===== src/rtl/clar_pkg.sv =====
// shared types and constants for the compacting list
package clar_pkg;

  localparam int unsigned Capacity  = 16;
  localparam int unsigned DataWidth = 32;
  localparam int unsigned ElemWidth = 32;
  localparam int unsigned CountW    = 5;
  localparam int unsigned IdxW      = $clog2(Capacity);

  typedef enum logic [1:0] {
    OP_APPEND = 2'd0,
    OP_REMOVE = 2'd1,
    OP_LIST   = 2'd2
  } op_e;

  typedef enum logic [1:0] {
    ST_OK        = 2'd0,
    ST_NOT_FOUND = 2'd1,
    ST_FULL      = 2'd2,
    ST_EMPTY     = 2'd3
  } status_e;

  // command broadcast to every cell of the chain
  typedef struct packed {
    logic                 append;
    logic                 remove;
    logic                 rotate;
    logic [DataWidth-1:0] value;
  } cell_cmd_t;

endpackage


===== src/rtl/compacting_list_append_remove.sv =====
// top level of the compacting list with append, remove and list operations
//
// usage
//   input channel: opcode_i / value_i, beat taken when in_valid_i is high
//   and in_stall_o is low. opcode append stores value_i after the last
//   held entry, remove deletes the first entry equal to value_i and packs
//   the rest down, list emits every held entry from the head
//   output channel: status_o / element_o / last_o / count_o, beat taken
//   when out_valid_o is high and out_stall_i is low
//   the result of a beat is registered and shows in the cycle after it is taken
//   append and remove are each done in parallel by the compare-and-shift
//   cells; a list run gives one beat per held entry, stepped by rotating
//   the cell row past its head, pauses while the output stalls, and
//   holds off new input until its last beat is loaded
//   the unused opcode gives no result and leaves the list alone
//   reset clears the fill count, the cell valid flags and the output
//   valid flag; entry data and the output payload are not reset
//   a stalled output holds its beat, and input is held off until the
//   output register can take the next beat
module compacting_list_append_remove (
  input  logic                           clk_i,
  input  logic                           rst_ni,
  input  logic                           in_valid_i,
  output logic                           in_stall_o,
  input  logic [1:0]                     opcode_i,
  input  logic [31:0]                    value_i,
  output logic                           out_valid_o,
  input  logic                           out_stall_i,
  output logic [1:0]                     status_o,
  output logic [clar_pkg::ElemWidth-1:0] element_o,
  output logic                           last_o,
  output logic [clar_pkg::CountW-1:0]    count_o
);

  // control state
  logic                         busy_q, busy_d;
  logic [clar_pkg::IdxW-1:0]    idx_q, idx_d;
  logic [clar_pkg::CountW-1:0]  count_q, count_d;
  logic                         out_valid_q, out_valid_d;

  // output payload
  clar_pkg::status_e             status_q, status_d;
  logic [clar_pkg::ElemWidth-1:0] element_q, element_d;
  logic                          last_q, last_d;
  logic [clar_pkg::CountW-1:0]   count_out_q, count_out_d;

  logic                           in_fire;
  logic                           out_ready;
  clar_pkg::op_e                  op;
  logic                           full;
  logic                           found;
  logic                           list_start;
  logic                           list_step;
  logic                           list_last;
  logic [clar_pkg::IdxW-1:0]      idx_cur;
  logic [clar_pkg::CountW-1:0]    idx_next;
  logic [clar_pkg::DataWidth-1:0] head_data;
  clar_pkg::cell_cmd_t            cmd;

  assign out_ready  = ~out_valid_q | ~out_stall_i;
  assign in_stall_o = busy_q | ~out_ready;
  assign in_fire    = in_valid_i & ~in_stall_o;
  assign op         = clar_pkg::op_e'(opcode_i);
  assign full       = (count_q == clar_pkg::CountW'(clar_pkg::Capacity));

  // a list run starts on the accepting cycle and goes on while busy
  assign list_start = in_fire & (op == clar_pkg::OP_LIST) & (count_q != '0);
  assign list_step  = list_start | (busy_q & out_ready);
  assign idx_cur    = busy_q ? idx_q : '0;
  assign idx_next   = clar_pkg::CountW'(idx_cur) + clar_pkg::CountW'(1);
  assign list_last  = (idx_next == count_q);

  assign cmd.append = in_fire & (op == clar_pkg::OP_APPEND) & ~full;
  assign cmd.remove = in_fire & (op == clar_pkg::OP_REMOVE);
  assign cmd.rotate = list_step;
  assign cmd.value  = value_i[clar_pkg::DataWidth-1:0];

  clar_chain u_chain (
    .clk_i       (clk_i),
    .rst_ni      (rst_ni),
    .cmd_i       (cmd),
    .found_o     (found),
    .head_data_o (head_data)
  );

  // fill count
  always_comb begin
    count_d = count_q;
    if (cmd.append) begin
      count_d = count_q + clar_pkg::CountW'(1);
    end else if (cmd.remove && found) begin
      count_d = count_q - clar_pkg::CountW'(1);
    end
  end

  // list run progress
  always_comb begin
    busy_d = busy_q;
    idx_d  = idx_q;
    if (list_step) begin
      busy_d = ~list_last;
      idx_d  = idx_next[clar_pkg::IdxW-1:0];
    end
  end

  // output beat
  always_comb begin
    out_valid_d = out_valid_q & out_stall_i;
    status_d    = status_q;
    element_d   = element_q;
    last_d      = last_q;
    count_out_d = count_out_q;
    if (list_step) begin
      out_valid_d = 1'b1;
      status_d    = clar_pkg::ST_OK;
      element_d   = clar_pkg::ElemWidth'(head_data);
      last_d      = list_last;
      count_out_d = count_q;
    end else if (in_fire) begin
      element_d   = '0;
      last_d      = 1'b1;
      count_out_d = count_d;
      case (op)
        clar_pkg::OP_APPEND: begin
          out_valid_d = 1'b1;
          status_d    = full ? clar_pkg::ST_FULL : clar_pkg::ST_OK;
        end
        clar_pkg::OP_REMOVE: begin
          out_valid_d = 1'b1;
          status_d    = found ? clar_pkg::ST_OK : clar_pkg::ST_NOT_FOUND;
        end
        clar_pkg::OP_LIST: begin
          // only reached with nothing held
          out_valid_d = 1'b1;
          status_d    = clar_pkg::ST_EMPTY;
        end
        default: begin
          // unused opcode: no beat
        end
      endcase
    end
  end

  always_ff @(posedge clk_i or negedge rst_ni) begin
    if (!rst_ni) begin
      busy_q      <= 1'b0;
      idx_q       <= '0;
      count_q     <= '0;
      out_valid_q <= 1'b0;
    end else begin
      busy_q      <= busy_d;
      idx_q       <= idx_d;
      count_q     <= count_d;
      out_valid_q <= out_valid_d;
    end
  end

  always_ff @(posedge clk_i) begin
    status_q    <= status_d;
    element_q   <= element_d;
    last_q      <= last_d;
    count_out_q <= count_out_d;
  end

  assign out_valid_o = out_valid_q;
  assign status_o    = status_q;
  assign element_o   = element_q;
  assign last_o      = last_q;
  assign count_o     = count_out_q;

endmodule


===== src/rtl/clar_cell.sv =====
// one list cell: holds an entry, compares it and takes its neighbour's entry on a shift
module clar_cell (
  input  logic                          clk_i,
  input  logic                          rst_ni,
  input  clar_pkg::cell_cmd_t           cmd_i,
  input  logic                          hit_i,
  input  logic                          prev_valid_i,
  input  logic                          next_valid_i,
  input  logic [clar_pkg::DataWidth-1:0] next_data_i,
  input  logic [clar_pkg::DataWidth-1:0] head_data_i,
  output logic                          hit_o,
  output logic                          valid_o,
  output logic [clar_pkg::DataWidth-1:0] data_o
);

  logic                           valid_q, valid_d;
  logic [clar_pkg::DataWidth-1:0] data_q, data_d;
  logic                           match;
  logic                           shift;
  logic                           append_here;

  assign match       = valid_q & (data_q == cmd_i.value);
  assign shift       = hit_i | match;
  assign append_here = ~valid_q & prev_valid_i;

  always_comb begin
    valid_d = valid_q;
    data_d  = data_q;
    if (cmd_i.append && append_here) begin
      valid_d = 1'b1;
      data_d  = cmd_i.value;
    end else if (cmd_i.remove && shift) begin
      // close the gap left by the first match
      valid_d = next_valid_i;
      data_d  = next_data_i;
    end else if (cmd_i.rotate) begin
      // last held cell wraps round to the head entry
      data_d = (valid_q && !next_valid_i) ? head_data_i : next_data_i;
    end
  end

  always_ff @(posedge clk_i or negedge rst_ni) begin
    if (!rst_ni) begin
      valid_q <= 1'b0;
    end else begin
      valid_q <= valid_d;
    end
  end

  always_ff @(posedge clk_i) begin
    data_q <= data_d;
  end

  assign hit_o   = shift;
  assign valid_o = valid_q;
  assign data_o  = data_q;

endmodule


===== src/rtl/clar_chain.sv =====
// row of list cells linked to their neighbours
module clar_chain (
  input  logic                           clk_i,
  input  logic                           rst_ni,
  input  clar_pkg::cell_cmd_t            cmd_i,
  output logic                           found_o,
  output logic [clar_pkg::DataWidth-1:0] head_data_o
);

  logic [clar_pkg::Capacity:0]   hit;
  logic [clar_pkg::Capacity:0]   valid;
  logic [clar_pkg::DataWidth-1:0] data [clar_pkg::Capacity+1];

  assign hit[0]                   = 1'b0;
  assign valid[clar_pkg::Capacity] = 1'b0;
  assign data[clar_pkg::Capacity]  = '0;

  for (genvar i = 0; i < clar_pkg::Capacity; i++) begin : g_cell
    logic prev_valid;
    if (i == 0) begin : g_first
      assign prev_valid = 1'b1;
    end else begin : g_rest
      assign prev_valid = valid[i-1];
    end

    clar_cell u_cell (
      .clk_i        (clk_i),
      .rst_ni       (rst_ni),
      .cmd_i        (cmd_i),
      .hit_i        (hit[i]),
      .prev_valid_i (prev_valid),
      .next_valid_i (valid[i+1]),
      .next_data_i  (data[i+1]),
      .head_data_i  (data[0]),
      .hit_o        (hit[i+1]),
      .valid_o      (valid[i]),
      .data_o       (data[i])
    );
  end

  assign found_o     = hit[clar_pkg::Capacity];
  assign head_data_o = data[0];

endmodule


===== config.mk =====
export PLATFORM = sky130hd
export DESIGN_NAME = compacting_list_append_remove
export DESIGN_NICKNAME = d
export VERILOG_FILES = /design/src/rtl/clar_pkg.sv /design/src/rtl/compacting_list_append_remove.sv /design/src/rtl/clar_cell.sv /design/src/rtl/clar_chain.sv
export SDC_FILE = /design/constraint.sdc
export NUM_CORES = 2
export LEC_CHECK = 0
export BUFFER_PORTS_ARGS = -buffer_cell sky130_fd_sc_hd__buf_4
export CORE_ASPECT_RATIO = 1.4
export CORE_MARGIN = 1.5
export CORE_UTILIZATION = 55
export CTS_CLUSTER_DIAMETER = 40
export DETAILED_ROUTE_END_ITERATION = 16
export PLACE_DENSITY_LB_ADDON = 0.1
export SLEW_MARGIN = 10
export SYNTH_ARGS = -nofsm -noshare
export SYNTH_HDL_FRONTEND = slang
export SYNTH_HIERARCHICAL = 1
export SYNTH_SLANG_ARGS = --single-unit

===== constraint.sdc =====
create_clock -name clk_i -period 7.9 [get_ports clk_i]
set_clock_uncertainty 0.1 [all_clocks]
set_input_delay 0.395 -clock clk_i [delete_from_list [all_inputs] [get_ports clk_i]]
set_output_delay 0.395 -clock clk_i [all_outputs]
set_load 0.05 [all_outputs]

### Word-level counts from Yosys, hierarchy flattened

Cells that the tools add are included.

* $add $sub $neg: 3
* multiply operators: 0
* divide/modulo/power cells: 0
* magnitude comparators: 0
* equality and inequality tests: 21
* shift-type cells: 0
* mux-type cells: 111
* bitwise logic cells: 79
* reductions and logical operators: 101

Operator list (number)
* $mux 32: 66
* $eq 32x32->1: 16
* $reduce_bool 3->1: 17
* $logic_and 1x1->1: 47
* $and 1x1->1: 39
* $mux 1: 38
* $reduce_bool 2->1: 17
* $not 1->1: 22
* $mux 5: 4
* $or 1x1->1: 18
* $logic_not 1->1: 15
* $pmux 2 s3: 1
* $add 4x1->5 const B: 1
* $add 5x1->5 const B: 1
* $eq 5x5->1: 1
* $eq 5x5->1 const B: 1
* $reduce_bool 5->1: 1
* $sub 5x1->5 const B: 1
* $mux 4: 1
* $reduce_and 2->1: 2
* $ne 3x3->1 const B: 1
* $reduce_or 3->1: 1
* $eq 2x1->1 const B: 1
* $eq 2x2->1 const B: 1
* 2 further kinds: 2

* flip-flop bits (word level): 579
* latch bits: 0
* bits in writable memories: 0
* ROM bits: 0
* bits of input ports: 38
* output and inout port bits: 42
* word-level logic and storage cells: 355
* memories kept: 0

### Longest topological paths before layout

* depth in word-level cells: 22
* gate-level depth with buffers: 39
* gate-level depth less buffers: 39

### Hierarchy

Netlist, hierarchy kept.

Modules (own cells, without submodules)
* clar_cell: instances 16, cells each 256, area each 2298.5 µm², seq. area each 985.9 µm²
* compacting_list_append_remove: instances 1, cells each 194, area each 2373.5 µm², seq. area each 1456.4 µm²
* clar_chain: instances 1, cells each 2, area each 7.5 µm², seq. area each 0.0 µm²

### Worst setup path before layout

No wires, ideal clock.

* path type: flip-flop to flip-flop
* start point: register u_chain.g_cell[0].u_cell.data_q, in the netlist u_chain/g_cell[0].u_cell/data_o[0]
* end point: register u_chain.g_cell[15].u_cell.data_q, in the netlist u_chain/g_cell[15].u_cell/data_o[0], enable pin
* setup time: 0.390 ns
* arrival time: 5.288 ns
* data required time: 7.410 ns
* path slack: 2.122 ns
* stages on the path, launching flop included: 36
* buffers on the path: 0
* clock period less this slack: 5.778 ns
* cell sequence: edfxtp_1 > xor2_1 > or4_1 > nor4_1 > nand3_1 > o41ai_1 > inv_1 > o41ai_1 > inv_1 > o41ai_1 > inv_1 > o41ai_1 > inv_1 > o41ai_1 > inv_1 > o41ai_1 > inv_1 > o41ai_1 > inv_1 > o41ai_1 > inv_1 > o41ai_1 > inv_1 > o41ai_1 > inv_1 > o41ai_1 > inv_1 > o41ai_1 > inv_1 > o41ai_1 > inv_1 > o41ai_1 > inv_1 > o41ai_1 > and2_1 > or4_1

* longest elaborated chain between the ends: 19

Ends and longest elaborated chain
* start: declaration: RTL line clar_cell.sv:17 `logic [clar_pkg::DataWidth-1:0] data_q, data_d;`
* start signal: assignment: RTL line clar_cell.sv:51 `data_q <= data_d;`
* $eq 32x32->1: RTL line clar_cell.sv:22 `assign match = valid_q & (data_q == cmd_i.value);`
* $and 1x1->1: RTL line clar_cell.sv:22
* named net u_chain.hit, one bit: RTL line clar_chain.sv:10 `logic [clar_pkg::Capacity:0] hit;`
* $or 1x1->1: RTL line clar_cell.sv:23 `assign shift = hit_i | match;`
* named net u_chain.hit, one bit: RTL line clar_chain.sv:10
* $or 1x1->1: RTL line clar_cell.sv:23
* named net u_chain.hit, one bit: RTL line clar_chain.sv:10
* $or 1x1->1: RTL line clar_cell.sv:23
* named net u_chain.hit, one bit: RTL line clar_chain.sv:10
* [1 not listed]
* named net u_chain.hit, one bit: RTL line clar_chain.sv:10
* [1 not listed]
* named net u_chain.hit, one bit: RTL line clar_chain.sv:10
* [1 not listed]
* named net u_chain.hit, one bit: RTL line clar_chain.sv:10
* [1 not listed]
* named net u_chain.hit, one bit: RTL line clar_chain.sv:10
* [1 not listed]
* named net u_chain.hit, one bit: RTL line clar_chain.sv:10
* [1 not listed]
* named net u_chain.hit, one bit: RTL line clar_chain.sv:10
* [1 not listed]
* named net u_chain.hit, one bit: RTL line clar_chain.sv:10
* [1 not listed]
* named net u_chain.hit, one bit: RTL line clar_chain.sv:10
* [1 not listed]
* named net u_chain.hit, one bit: RTL line clar_chain.sv:10
* $or 1x1->1: RTL line clar_cell.sv:23
* named net u_chain.hit, one bit: RTL line clar_chain.sv:10
* $or 1x1->1: RTL line clar_cell.sv:23
* named net u_chain.hit, one bit: RTL line clar_chain.sv:10
* $or 1x1->1: RTL line clar_cell.sv:23
* $logic_and 1x1->1: RTL line clar_cell.sv:32 `end else if (cmd_i.remove && shift) begin`
* $reduce_bool 3->1 (no source line)
* end signal: assignment: RTL line clar_cell.sv:51
* end: declaration: RTL line clar_cell.sv:17

The timed path passes the listed nets, and every way through them passes these cells.
A chain may end at the register's enable or synchronous reset.

### Worst setup path after layout

* start point: register u_chain.g_cell[0].u_cell.data_q, in the netlist u_chain/g_cell[0].u_cell/data_o[0]
* end point: register count_out_q, in the netlist count_o[3] (data pin)

* longest elaborated chain between the ends: 22

Ends and longest elaborated chain
* $eq 32x32->1: RTL line clar_cell.sv:22
* $and 1x1->1: RTL line clar_cell.sv:22
* named net u_chain.hit, one bit: RTL line clar_chain.sv:10
* $or 1x1->1: RTL line clar_cell.sv:23
* named net u_chain.hit, one bit: RTL line clar_chain.sv:10
* $or 1x1->1: RTL line clar_cell.sv:23
* named net u_chain.hit, one bit: RTL line clar_chain.sv:10
* $or 1x1->1: RTL line clar_cell.sv:23
* named net u_chain.hit, one bit: RTL line clar_chain.sv:10
* [1 not listed]
* named net u_chain.hit, one bit: RTL line clar_chain.sv:10
* [1 not listed]
* named net u_chain.hit, one bit: RTL line clar_chain.sv:10
* [1 not listed]
* named net u_chain.hit, one bit: RTL line clar_chain.sv:10
* [1 not listed]
* named net u_chain.hit, one bit: RTL line clar_chain.sv:10
* [1 not listed]
* named net u_chain.hit, one bit: RTL line clar_chain.sv:10
* [1 not listed]
* named net u_chain.hit, one bit: RTL line clar_chain.sv:10
* [1 not listed]
* named net u_chain.hit, one bit: RTL line clar_chain.sv:10
* [1 not listed]
* named net u_chain.hit, one bit: RTL line clar_chain.sv:10
* [1 not listed]
* named net u_chain.hit, one bit: RTL line clar_chain.sv:10
* [1 not listed]
* named net u_chain.hit, one bit: RTL line clar_chain.sv:10
* [1 not listed]
* named net u_chain.hit, one bit: RTL line clar_chain.sv:10
* $or 1x1->1: RTL line clar_cell.sv:23
* named net found: RTL line compacting_list_append_remove.sv:51 `logic found;`
* $logic_and 1x1->1: RTL line compacting_list_append_remove.sv:91 `end else if (cmd.remove && found) begin`
* $mux 5: RTL line compacting_list_append_remove.sv:91
* $mux 5: RTL line compacting_list_append_remove.sv:89 `if (cmd.append) begin`
* $mux 5: RTL line compacting_list_append_remove.sv:119 `end else if (in_fire) begin`
* $mux 5: RTL line compacting_list_append_remove.sv:113 `if (list_step) begin`
* named net count_out_d, one bit: RTL line compacting_list_append_remove.sv:45 `logic [clar_pkg::CountW-1:0] count_out_q, count_out_d;`
* end signal: assignment: RTL line compacting_list_append_remove.sv:162 `count_out_q <= count_out_d;`
* end: declaration: RTL line compacting_list_append_remove.sv:45

The timed path passes the listed nets, and every way through them passes these cells. The select of a mux whose other input is x is not followed.

==> run_results.csv <==
group,metric,value,unit
clock_tree,clk_latency,680,ps
worst_hold_path,min_from,"out_stall_i",
synthesis,synthTopCellsByArea,"edfxtp_1 42%, xor2_1 9.1%, a31oi_1 8.2%",
setup_path,critPathBufInv,18,
sta,tightest_slew,1210,ps
worst_hold_path,whs_endpoint,"idx_q[0]",
setup_path,worstPathMaxFanout,8,
die,fp-row-count,115,
placed_design,placement.io_buffers,79,
cells_and_area,fillers,6034,
placed_design,dpl.cell_count,5232,
die,die_w,229,um
pwr,irDropWorstVdd,0.198,mV
cells_and_area,final_cells,5399,
pwr,power_frac_seq,38.6,%
synthesis,synth_edf_count,550,
pwr,p_sw_share,41.9,%
setup_path,path_class,"register to register",
clock_tree,numCtsBuffers,86,
cells_and_area,final_layout_size_suffix_gt1_share,12.4,%
placed_design,routabilityCongestion,1.03,
synthesis,synth_top_area_share,42.2,%
synthesis,synth_area,39200,um2
grt,overflow,0,
die,dieArea,72800,um2
cells_and_area,layout.nets,4432,
cells_and_area,final_core_util,62.4,%
grt,grt_first_pass_wirelength,242000,um
worst_hold_path,hold_class,"primary input to register",
grt,grt_pass1_vias,36081,
pwr,cellPowerDensity,339,nW/um2
die,initial_utilization,55.7,%
sta,grt_setup_unrepaired,"no",
cells_and_area,multi_input_area,20300,um2
synthesis,ys_seq_area_share,44.0,%
status,outcome,"complete, no violations",
sta,final_hold_viol_count,0,
grt,antenna_found_initial,8,
die,die_height,319,um
setup_path,reg2reg_from,"u_chain/g_cell[0].u_cell/data_o[0]",
detailed_routing,dr.first_iter.drc_count,6005,
run,drv_cap,0,
placed_design,dp_hpwl,110000,um
sta,setup_tns,0,ps
setup_path,critPathArrivalTime,7750,ps
detailed_routing,postRouteAntennaNets,0,
worst_hold_path,hold_depth,3,
setup_path,critical-path-max-stage-delay,520,ps
cells_and_area,seqCellArea,17200,um2
pwr,internal_power,8.65,mW
setup_path,crit_family,"compound AO/OA/AOI/OAI gates",
synthesis,synth_cell_type_count,50,
synthesis,ys_async_sr_fraction,4.66,%
clock_tree,cts_tree,"yes",
clock_tree,root_buffer,"clkbuf_16",
synthesis,synthCells,4292,
die,io_pins,80,
synthesis,synth.avg_cell_area,9.12,um2
synthesis,synthTopCellsByCount,"550 x edfxtp_1, 550 x nor2_1, 519 x a21oi_1",
sta,fin_ws,465,ps
sta,setup_viol,0,
placed_design,dp_slack,575,ps
grt,grt_max_degree,59,
sta,drv_slew,0,
synthesis,yosysTopAreaCell,"edfxtp_1",
clock_tree,clockBufferDepth,3,
pwr,p_switching,6.25,mW
clock_tree,clk_pin_slew,60,ps
die,coreArea,70400,um2
pwr,pwr-share-clk,26.1,%
cells_and_area,syn_to_final_growth,12.1,%
sta,period_needed,7430,ps
setup_path,cp-end-kind,"register",
synthesis,ys_warn_count,6,
pwr,combPwrFrac,35.3,%
grt,grt_util_all_layers,45.0,%
detailed_routing,routed_wl,168000,um
setup_path,r2r_slack,470,ps
sta,relSlewSlack,18.0,%
setup_path,start_kind,"register",
clock_tree,cts.sinks,579,
synthesis,ys_ff_latch,579,
detailed_routing,drc,0,
sta,hold_ws,50.5,ps
setup_path,ff2ff_path_depth,42,
sta,fmax,0.135,GHz
detailed_routing,wire_per_inst,31.2,um
setup_path,cp_slowest_cell,"or4_1",
setup_path,required,8210,ps
detailed_routing,viasPerCell,7.14,
pwr,power_leakage,15.5,nW
sta,fin_crit_sh,94.1,%
clock_tree,ctsHtreeMaxLevel,3,
setup_path,r2r_end,"count_o[3]",
detailed_routing,dr.pass1.iters,8,
synthesis,synth_ff_type,"edfxtp_1",
detailed_routing,vias,38563,
## worst reg2reg max path, delay by kind of cell, from the launching register on
kind | cells | cell delay [ps]
compound gates | 17 | 2930
flops | 1 | 400
simple gates | 5 | 1410
buf+inv | 18 | 2020
xor+xnor | 2 | 330
## cell families (layout without fill, tap and decap cells)
kind of cell	after synthesis	after routing	synth area share, %
simple gates	1249	1249	17.2
xor+xnor	478	478	10.7
flops	579	579	44.0
buf+inv	353	484	4.82
mux	1	1	0.0256
compound gates	1623	1623	23.0
other cells	2	42	0.0192
fa+ha+maj	7	7	0.224
## registers in the layout, indices dropped and copies added (netlist names), 2 cells and up
| register | cells |
|---|---|
| idx_q | 4 |
| u_chain/g_cell.u_cell/data_o | 512 |
| count_o | 5 |
| status_o | 2 |
| u_chain/g_cell.u_cell/valid_o | 16 |
| count_q | 5 |
| element_o | 32 |
## power groups by stage
stage               clock [mW]  sequential (mW)  combinational, mW
global route              4.01             5.82               5.41
global placement             0             5.76               4.92
finish                    3.89             5.74               5.27
detailed placement           0             5.75               4.97
floorplan                    0             5.94               2.31
CTS                       3.89             5.71               4.99
## worst max path at each step
stage                                  startpoint                             endpoint  depth (start not counted)
3_3_place_gp                           value_i[7]                           count_o[3]                         43
5_1_grt        u_chain/g_cell[0].u_cell/data_o[7]                           count_o[3]                         42
3_5_place_dp                           value_i[7]                           count_o[3]                         43
6_report       u_chain/g_cell[0].u_cell/data_o[0]                           count_o[3]                         42
4_1_cts        u_chain/g_cell[0].u_cell/data_o[0]                           count_o[3]                         42
2_1_floorplan  u_chain/g_cell[0].u_cell/data_o[0]  u_chain/g_cell[15].u_cell/data_o[0]                         35
## cell usage in the layout, fill, tap and decap left out, types with 9 or more instances in the layout
cell type  count
edfxtp_1     550
nor2_1       534
a21oi_1      519
a31oi_1      513
o21ai_1      464
xor2_1       406
buf_4        278
nand3_1       99
or4_1         91
clkbuf_16     89
nand2_1       85
nand2b_1      81
nor4_1        80
xnor2_1       72
o21ai_0       68
and2_1        50
inv_1         39
conb_1        39
nand4_1       38
or2_2         32
o2111ai_1     32
nor4b_1       32
dfrtp_1       27
inv_6         21
nor3_1        18
or4b_4        17
nand3b_1      16
or4b_2        16
nor4_4        16
nor3b_2       16
o41ai_1       15
nor2_2        14
clkinv_2       9
clkinv_4       9
## cell type report
class                           instances  share of cell area (%)
Antenna cell                            3                  0.0171
Clock buffer                          100                    5.24
Clock inverter                         61                    1.30
Inverter                               41                   0.356
Multi-Input combinational cell       3397                    46.3
Sequential cell                       579                    39.3
Tap cell                              936                    2.67
Timing Repair Buffer                  282                    4.87
## per-layer routing
metal / track usage (%) / routed length (um) / share of wire [%]
met2: 68.2 / 73700 / 44
met3: 10.8 / 21200 / 13
met1: 53.6 / 55800 / 33
met4: 39.1 / 17400 / 10
met5: 0 / 94 / 0.056
## per-stage QoR
stage | instance area [um2] | power [mW]
2_1_floorplan | 39300 | 8.25
3_3_place_gp | 41000 | 10.7
3_5_place_dp | 41000 | 10.7
4_1_cts | 43900 | 14.6
5_1_grt | 43900 | 15.2
6_report | 43900 | 14.9
## timing repair
item | in CTS | in global routing
setup buffers | 0 | 0
hold buffers | 3 | 0
setup endpoints to repair | 0 | 2
endpoints found under the hold margin | 28 | 0
gates resized for setup | 0 | 1
(Power assumes the default switching activity.)
